<file path="config.mk">
export PLATFORM = sky130hd
export DESIGN_NAME = base64_stream_decoder_core
export DESIGN_NICKNAME = d
export VERILOG_FILES = /design/src/rtl/b64d_pkg.sv /design/src/rtl/base64_stream_decoder_core.sv /design/src/rtl/b64d_front.sv /design/src/rtl/b64d_queue.sv /design/src/rtl/b64d_back.sv
export SDC_FILE = /design/constraint.sdc
export NUM_CORES = 1
export LEC_CHECK = 0
export ABC_CLOCK_PERIOD_IN_PS = 3900
export BUFFER_PORTS_ARGS = -buffer_cell sky130_fd_sc_hd__buf_2
export CORE_MARGIN = 1
export CORE_UTILIZATION = 33
export CTS_BUF_LIST = sky130_fd_sc_hd__clkbuf_2
export CTS_CLUSTER_SIZE = 16
export DETAILED_ROUTE_END_ITERATION = 10
export GPL_TIMING_DRIVEN = 0
export MAX_ROUTING_LAYER = met4
export SETUP_SLACK_MARGIN = 0.15
export SLEW_MARGIN = 20
export SYNTH_ARGS = -nofsm -noshare
export SYNTH_HDL_FRONTEND = slang
export SYNTH_SLANG_ARGS = --single-unit
</file>
<file path="constraint.sdc">
create_clock -name clk -period 3.9 [get_ports clk]
set_clock_uncertainty 0.05 [all_clocks]
set_input_delay 0.39 -clock clk [delete_from_list [all_inputs] [get_ports clk]]
set_output_delay 0.39 -clock clk [all_outputs]
set_load 0.05 [all_outputs]
</file>
<file path="src/rtl/b64d_pkg.sv">
// Shared types, character codes and decode helpers for the base64 stream decoder.
package b64d_pkg;

  typedef struct packed {
    logic [7:0] text_char;
    logic       end_of_text;
  } b64d_in_t;

  typedef struct packed {
    logic [7:0] data_byte;
    logic       byte_valid;
    logic       last_of_text;
  } b64d_out_t;

  // One queue entry: up to three bytes decoded from one group, plus the end marker.
  typedef struct packed {
    logic [2:0][7:0] bytes;
    logic [1:0]      cnt;
    logic            last;
  } b64d_entry_t;

  localparam logic [7:0] CHAR_UPPER_A = 8'h41;
  localparam logic [7:0] CHAR_UPPER_Z = 8'h5a;
  localparam logic [7:0] CHAR_LOWER_A = 8'h61;
  localparam logic [7:0] CHAR_LOWER_Z = 8'h7a;
  localparam logic [7:0] CHAR_DIGIT_0 = 8'h30;
  localparam logic [7:0] CHAR_DIGIT_9 = 8'h39;
  localparam logic [7:0] CHAR_PLUS    = 8'h2b;
  localparam logic [7:0] CHAR_SLASH   = 8'h2f;
  localparam logic [7:0] CHAR_PAD     = 8'h3d;

  localparam logic [6:0] SEXTET_NONE  = 7'd64;
  localparam logic [6:0] OFS_LOWER    = 7'd26;
  localparam logic [6:0] OFS_DIGIT    = 7'd52;
  localparam logic [6:0] SEXTET_PLUS  = 7'd62;
  localparam logic [6:0] SEXTET_SLASH = 7'd63;

  // Map a character to 0..63, or SEXTET_NONE outside the alphabet.
  function automatic logic [6:0] sextet_of(logic [7:0] c);
    logic [6:0] v;
    v = SEXTET_NONE;
    if (c >= CHAR_UPPER_A && c <= CHAR_UPPER_Z) begin
      v = 7'(c - CHAR_UPPER_A);
    end else if (c >= CHAR_LOWER_A && c <= CHAR_LOWER_Z) begin
      v = 7'(c - CHAR_LOWER_A) + OFS_LOWER;
    end else if (c >= CHAR_DIGIT_0 && c <= CHAR_DIGIT_9) begin
      v = 7'(c - CHAR_DIGIT_0) + OFS_DIGIT;
    end else if (c == CHAR_PLUS) begin
      v = SEXTET_PLUS;
    end else if (c == CHAR_SLASH) begin
      v = SEXTET_SLASH;
    end
    return v;
  endfunction

  // Pack four sextets into three bytes, most significant bits first.
  function automatic logic [2:0][7:0] pack_group(logic [5:0] s0, logic [5:0] s1,
                                                 logic [5:0] s2, logic [5:0] s3);
    logic [2:0][7:0] b;
    b[0] = {s0, s1[5:4]};
    b[1] = {s1[3:0], s2[5:2]};
    b[2] = {s2[1:0], s3};
    return b;
  endfunction

endpackage

</file>
<file path="src/rtl/base64_stream_decoder_core.sv">
// Base64 stream decoder: one character in per cycle unless in_stall, decoded bytes out one per cycle unless out_stall.
// Path: an accepted character's entry is written to the queue; from the queue head the bytes
// are loaded into the output register while the output is not stalled.
// Flow: one character per cycle while in_stall is low; a completed group gives three bytes,
// sent one at a time by the single output register; the entry queue absorbs the burst, in_stall while full.
// Reset (rst, synchronous): clears group count, stop flag, queue pointers and output valid.
module base64_stream_decoder_core #(
  parameter int QUEUE_DEPTH = 4
) (
  input  logic                clk,
  input  logic                rst,
  input  logic                in_valid,
  output logic                in_stall,
  input  b64d_pkg::b64d_in_t  in_data,
  output logic                out_valid,
  input  logic                out_stall,
  output b64d_pkg::b64d_out_t out_data
);
  import b64d_pkg::*;

  b64d_entry_t wr_ent;
  b64d_entry_t head;
  logic        push;
  logic        pop;
  logic        q_full;
  logic        q_empty;

  assign in_stall = q_full;

  b64d_front u_front (
    .clk     (clk),
    .rst     (rst),
    .accept  (in_valid && !in_stall),
    .in_data (in_data),
    .push    (push),
    .ent     (wr_ent)
  );

  b64d_queue #(.DEPTH(QUEUE_DEPTH)) u_queue (
    .clk    (clk),
    .rst    (rst),
    .push   (push),
    .wr_ent (wr_ent),
    .pop    (pop),
    .rd_ent (head),
    .full   (q_full),
    .empty  (q_empty)
  );

  b64d_back u_back (
    .clk       (clk),
    .rst       (rst),
    .head      (head),
    .empty     (q_empty),
    .pop       (pop),
    .out_valid (out_valid),
    .out_stall (out_stall),
    .out_data  (out_data)
  );

endmodule

</file>
<file path="src/rtl/b64d_front.sv">
// Front end: takes characters, tracks the group and stop state, and builds queue entries.
module b64d_front (
  input  logic                 clk,
  input  logic                 rst,
  input  logic                 accept,
  input  b64d_pkg::b64d_in_t   in_data,
  output logic                 push,
  output b64d_pkg::b64d_entry_t ent
);
  import b64d_pkg::*;

  logic [2:0][5:0] sextets, sextets_next;
  logic [1:0]      gcnt, gcnt_next;
  logic            stopped, stopped_next;
  logic [6:0]      v;
  logic            bad;

  always_comb begin
    sextets_next = sextets;
    gcnt_next    = gcnt;
    stopped_next = stopped;
    ent          = '0;
    v            = sextet_of(in_data.text_char);
    bad          = (in_data.text_char == CHAR_PAD) || v[6];
    if (!stopped) begin
      if (bad) begin
        stopped_next = 1'b1;
      end else if (gcnt == 2'd3) begin
        ent.bytes = pack_group(sextets[0], sextets[1], sextets[2], v[5:0]);
        ent.cnt   = 2'd3;
        gcnt_next = 2'd0;
      end else begin
        sextets_next[gcnt] = v[5:0];
        gcnt_next          = gcnt + 2'd1;
      end
    end
    if (in_data.end_of_text) begin
      // Flush a partial group of two or three sextets.
      if (gcnt_next >= 2'd2) begin
        ent.bytes = pack_group(sextets_next[0], sextets_next[1],
                               (gcnt_next == 2'd3) ? sextets_next[2] : 6'd0, 6'd0);
        ent.cnt   = gcnt_next - 2'd1;
      end
      ent.last     = 1'b1;
      gcnt_next    = 2'd0;
      stopped_next = 1'b0;
    end
  end

  assign push = accept && ((ent.cnt != 2'd0) || in_data.end_of_text);

  always_ff @(posedge clk) begin
    if (rst) begin
      gcnt    <= 2'd0;
      stopped <= 1'b0;
      sextets <= '0;
    end else if (accept) begin
      gcnt    <= gcnt_next;
      stopped <= stopped_next;
      sextets <= sextets_next;
    end
  end

endmodule

</file>
<file path="src/rtl/b64d_queue.sv">
// Short entry queue between the front end and the byte sequencer.
module b64d_queue #(
  parameter int DEPTH = 4
) (
  input  logic                  clk,
  input  logic                  rst,
  input  logic                  push,
  input  b64d_pkg::b64d_entry_t wr_ent,
  input  logic                  pop,
  output b64d_pkg::b64d_entry_t rd_ent,
  output logic                  full,
  output logic                  empty
);
  import b64d_pkg::*;

  localparam int PW = (DEPTH > 1) ? $clog2(DEPTH) : 1;
  localparam int CW = $clog2(DEPTH + 1);

  b64d_entry_t     slots [DEPTH];
  logic [PW-1:0]   wr_ptr;
  logic [PW-1:0]   rd_ptr;
  logic [CW-1:0]   count;

  assign full   = (count == CW'(DEPTH));
  assign empty  = (count == '0);
  assign rd_ent = slots[rd_ptr];

  always_ff @(posedge clk) begin
    if (push) begin
      slots[wr_ptr] <= wr_ent;
    end
  end

  always_ff @(posedge clk) begin
    if (rst) begin
      wr_ptr <= '0;
      rd_ptr <= '0;
      count  <= '0;
    end else begin
      if (push) begin
        wr_ptr <= (wr_ptr == PW'(DEPTH - 1)) ? '0 : wr_ptr + PW'(1);
      end
      if (pop) begin
        rd_ptr <= (rd_ptr == PW'(DEPTH - 1)) ? '0 : rd_ptr + PW'(1);
      end
      case ({push, pop})
        2'b10:   count <= count + CW'(1);
        2'b01:   count <= count - CW'(1);
        default: count <= count;
      endcase
    end
  end

endmodule

</file>
<file path="src/rtl/b64d_back.sv">
// Back end: walks each queue entry byte by byte into the output register.
module b64d_back (
  input  logic                  clk,
  input  logic                  rst,
  input  b64d_pkg::b64d_entry_t head,
  input  logic                  empty,
  output logic                  pop,
  output logic                  out_valid,
  input  logic                  out_stall,
  output b64d_pkg::b64d_out_t   out_data
);
  import b64d_pkg::*;

  logic [1:0] idx;
  logic [1:0] last_idx;
  logic       at_end;
  logic       load;
  logic       take;

  assign last_idx = (head.cnt == 2'd0) ? 2'd0 : head.cnt - 2'd1;
  assign at_end   = (idx == last_idx);
  assign load     = !out_valid || !out_stall;
  assign take     = load && !empty;
  assign pop      = take && at_end;

  always_ff @(posedge clk) begin
    if (rst) begin
      out_valid <= 1'b0;
      idx       <= 2'd0;
    end else begin
      if (load) begin
        out_valid <= !empty;
      end
      if (take) begin
        idx <= at_end ? 2'd0 : idx + 2'd1;
      end
    end
  end

  // Empty-end entries carry no byte and emit a single marker transaction.
  always_ff @(posedge clk) begin
    if (take) begin
      out_data.data_byte    <= head.bytes[idx];
      out_data.byte_valid   <= (head.cnt != 2'd0);
      out_data.last_of_text <= head.last && at_end;
    end
  end

endmodule

</file>
==> flow_metrics.env <==
export IMPL_status="complete, no violations"
export IMPL_critPathKind="reg2reg"
export IMPL_period_needed_ps=3470
export IMPL_synth_seq_cells=151
export IMPL_crit_fanout=9
export IMPL_cts_tree="built"
export IMPL_final_net_count=539
export IMPL_power_leakage_nw=2.50
export IMPL_clockBufferDepth=2
export IMPL_worstSkewPairLatency_ps=690
export IMPL_worst_setup_path_end_kind="register"
export IMPL_drt_first_pass_iters=4
export IMPL_synth_largest_area_cell="edfxtp_1"
export IMPL_fp_dieArea_um2=21100
export IMPL_antenna_found_initial=1
export IMPL_via_count=3944
export IMPL_core_area_um2=19800
export IMPL_grt_setup_unrepaired="false"
export IMPL_hold_slack_ps=145
export IMPL_wirelength_mm=14.0
export IMPL_grt_max_degree=26
export IMPL_min_path_type="in2reg"
export IMPL_tightestPinTransition_ps=839
export IMPL_area_growth_pct=11.1
export IMPL_synth_edf_count=118
export IMPL_dr_max_layer_used="met4"
export IMPL_ys_seq_area_frac=0.622
export IMPL_overflow=0
export IMPL_drtIter0Drc=387
export IMPL_ys_types=57
export IMPL_stdcell_area_um2=7510
export IMPL_timing_final_crit_share=0.890
export IMPL_drv_cap=0
export IMPL_die_y_um=145
export IMPL_async_flop_share=0
export IMPL_required_ps=4490
export IMPL_cts_max_level=4
export IMPL_cts_buffers=17
export IMPL_max_slew_margin_rel=0.441
export IMPL_yosysTopAreaCellShare=0.524
export IMPL_ys_flop_type="edfxtp_1"
export IMPL_slew_viol_final=0
export IMPL_synthTopCellsByArea="edfxtp_1, dfxtp_1, mux4_2"
export IMPL_wl_met1_mm=6.65
export IMPL_wl_met3_um=507
export IMPL_critical_path_arrival_ps=4060
export IMPL_gp_congestion=0.850
export IMPL_start_util=0.342
export IMPL_yosysWarnings=0
export IMPL_setup_viol_count_final=0
export IMPL_clock_sinks=151
export IMPL_drc_errors=0
export IMPL_grtUsageTotal=0.144
export IMPL_fmax_mhz=288
export IMPL_fin_util=0.380
export IMPL_grt_pass1_wl_mm=22.2
export IMPL_grt_pass1_vias=3992
export IMPL_rows=51
export IMPL_synthCells=458
export IMPL_ant_nets=0
export IMPL_syn_nets=490
export IMPL_clkTransAtPathRegs_ps=210
export IMPL_power_density_nw_per_um2=516
export IMPL_io_buffers=23
export IMPL_hold_viol=0
export IMPL_hpwl_mm=9.62
export IMPL_vdd_drop_max_mv=0.142
export IMPL_fp_dieW_um=145
export IMPL_num_io_pins=25
export IMPL_wl_per_cell_um=17.8
export IMPL_worst_setup_path_start_kind="register"
export IMPL_route_met2_wl_mm=6.72
export IMPL_synth_area_um2=6760
export IMPL_via_per_inst=5.02
export IMPL_cts_root_buf="clkbuf_2"
export IMPL_syn_avg_cell_area_um2=14.8
export IMPL_min_delay_start="in_valid"
export IMPL_drive_above_1_share=0.215
export IMPL_dpl_instance_area_um2=7290
-- kinds of logic (layout without fill, tap and decap cells) --
logic type      Yosys count  in the layout  share of synthesized area
compound gates           86             86                     0.0959
xor+xnor                  5              5                    0.00648
fa+ha+maj                19             19                     0.0363
buf+inv                  39            101                     0.0254
flops                   151            151                      0.622
mux                      46             46                      0.118
other cells               0              1                          0
simple gates            112            112                     0.0957
-- stage by stage --
stage / total power [W] / setup slack, ps / instances / setup TNS, ps
floorplan: 0.00289 / 762 / 458 / 0
global placement: 0.00316 / -14.4 / 746 / -659
detailed placement: 0.00321 / 338 / 750 / 0
CTS: 0.00394 / 366 / 785 / 0
global route: 0.00411 / 160 / 786 / 0
finish: 0.00388 / 428 / 786 / 0
-- area by class of cell --
| class | instances | area [um2] |
|---|---|---|
| Fill cell | 1894 | 12300 |
| Sequential cell | 151 | 4200 |
| Multi-Input combinational cell | 268 | 2390 |
| Tap cell | 265 | 332 |
| Timing Repair Buffer | 30 | 225 |
| Buffer | 23 | 113 |
| Clock buffer | 20 | 100 |
| Clock inverter | 12 | 87.6 |
| Inverter | 16 | 60.1 |
| Antenna cell | 1 | 2.50 |
-- registers in the layout, indices dropped and copies added, names as in the netlist, named ones only --
| signal | cells |
|---|---|
| u_queue.slots | 108 |
| u_front.sextets | 18 |
| u_back.out_data | 10 |
| u_queue.count | 3 |
| u_back.idx | 2 |
| u_front.gcnt | 2 |
| u_queue.rd_ptr | 2 |
| u_queue.wr_ptr | 2 |
| u_back.out_valid | 1 |
| u_front.stopped | 1 |
-- repair_timing --
item | in CTS | in global routing
endpoints found under the setup margin | 0 | 1
hold endpoints to repair | 6 | 0
hold buffers | 3 | 0
buffers inserted | 0 | 0
gates resized for setup | 0 | 2
-- worst max-delay path, cell delays in order, from the launching register on --
cell and delay [ps]:
dfxtp_1 360, buf_2 290, mux4_2 590, nor4bb_1 290
nor3_1 150, nor2_1 370, ha_1 270, inv_1 60
fa_1 370, xor2_1 170, or3_1 320, a21oi_1 150
-- cells in the mapped netlist (14+ instances only) --
cell	n
mux4_2	27
ha_1	18
a22o_1	18
a211oi_1	14
inv_1	16
nor2_1	42
edfxtp_1	118
nand2_1	19
dfxtp_1	33
o21ai_0	14
a21oi_1	15
mux2i_1	19
-- cells in the final DEF (no fill, tap or decap), types with 4 or more instances in the layout --
| master | synthesis | routed |
|---|---|---|
| and2_2 | 0 | 4 |
| buf_2 | 7 | 30 |
| a22o_1 | 18 | 18 |
| dfxtp_1 | 33 | 33 |
| clkbuf_1 | 9 | 8 |
| a211oi_1 | 14 | 14 |
| clkinv_2 | 0 | 7 |
| and2_1 | 10 | 6 |
| buf_12 | 0 | 4 |
| nor2_1 | 42 | 42 |
| edfxtp_1 | 118 | 118 |
| nand3_1 | 5 | 5 |
| inv_1 | 16 | 16 |
| a31oi_1 | 4 | 4 |
| nand2_1 | 19 | 19 |
| nor3_1 | 4 | 4 |
| mux4_2 | 27 | 27 |
| mux2i_1 | 19 | 19 |
| clkbuf_2 | 1 | 22 |
| nor3b_1 | 4 | 4 |
| ha_1 | 18 | 18 |
| a21oi_1 | 15 | 15 |
| nor2b_1 | 7 | 7 |
| o21ai_0 | 14 | 14 |
-- where the power goes --
group | total (W) | internal, W | leakage, nW | switching (W)
sequential | 0.00195 | 0.00190 | 1.36 | 0.0000517
clock | 0.000742 | 0.000224 | 0.128 | 0.000518
combinational | 0.00118 | 0.000433 | 1.02 | 0.000748
total | 0.00388 | 0.00256 | 2.50 | 0.00132
-- metal layers --
| metal | track usage | vias up |
|---|---|---|
| li1 | - | 1872 |
| met1 | 0.188 | 1994 |
| met2 | 0.224 | 72 |
| met3 | 0.0324 | 6 |
| met4 | 0.0442 | 0 |
| met5 | - | - |
-- worst paths after layout --
check                endpoint  depth (start not counted)  slack (ps)
max          u_queue.count[2]                         11         430
min reg2reg  u_back.out_valid                          2         430
max reg2reg  u_queue.count[2]                         11         430
min           u_front.gcnt[1]                          5         140
No activity file was read; power rests on OpenSTA's default activity.
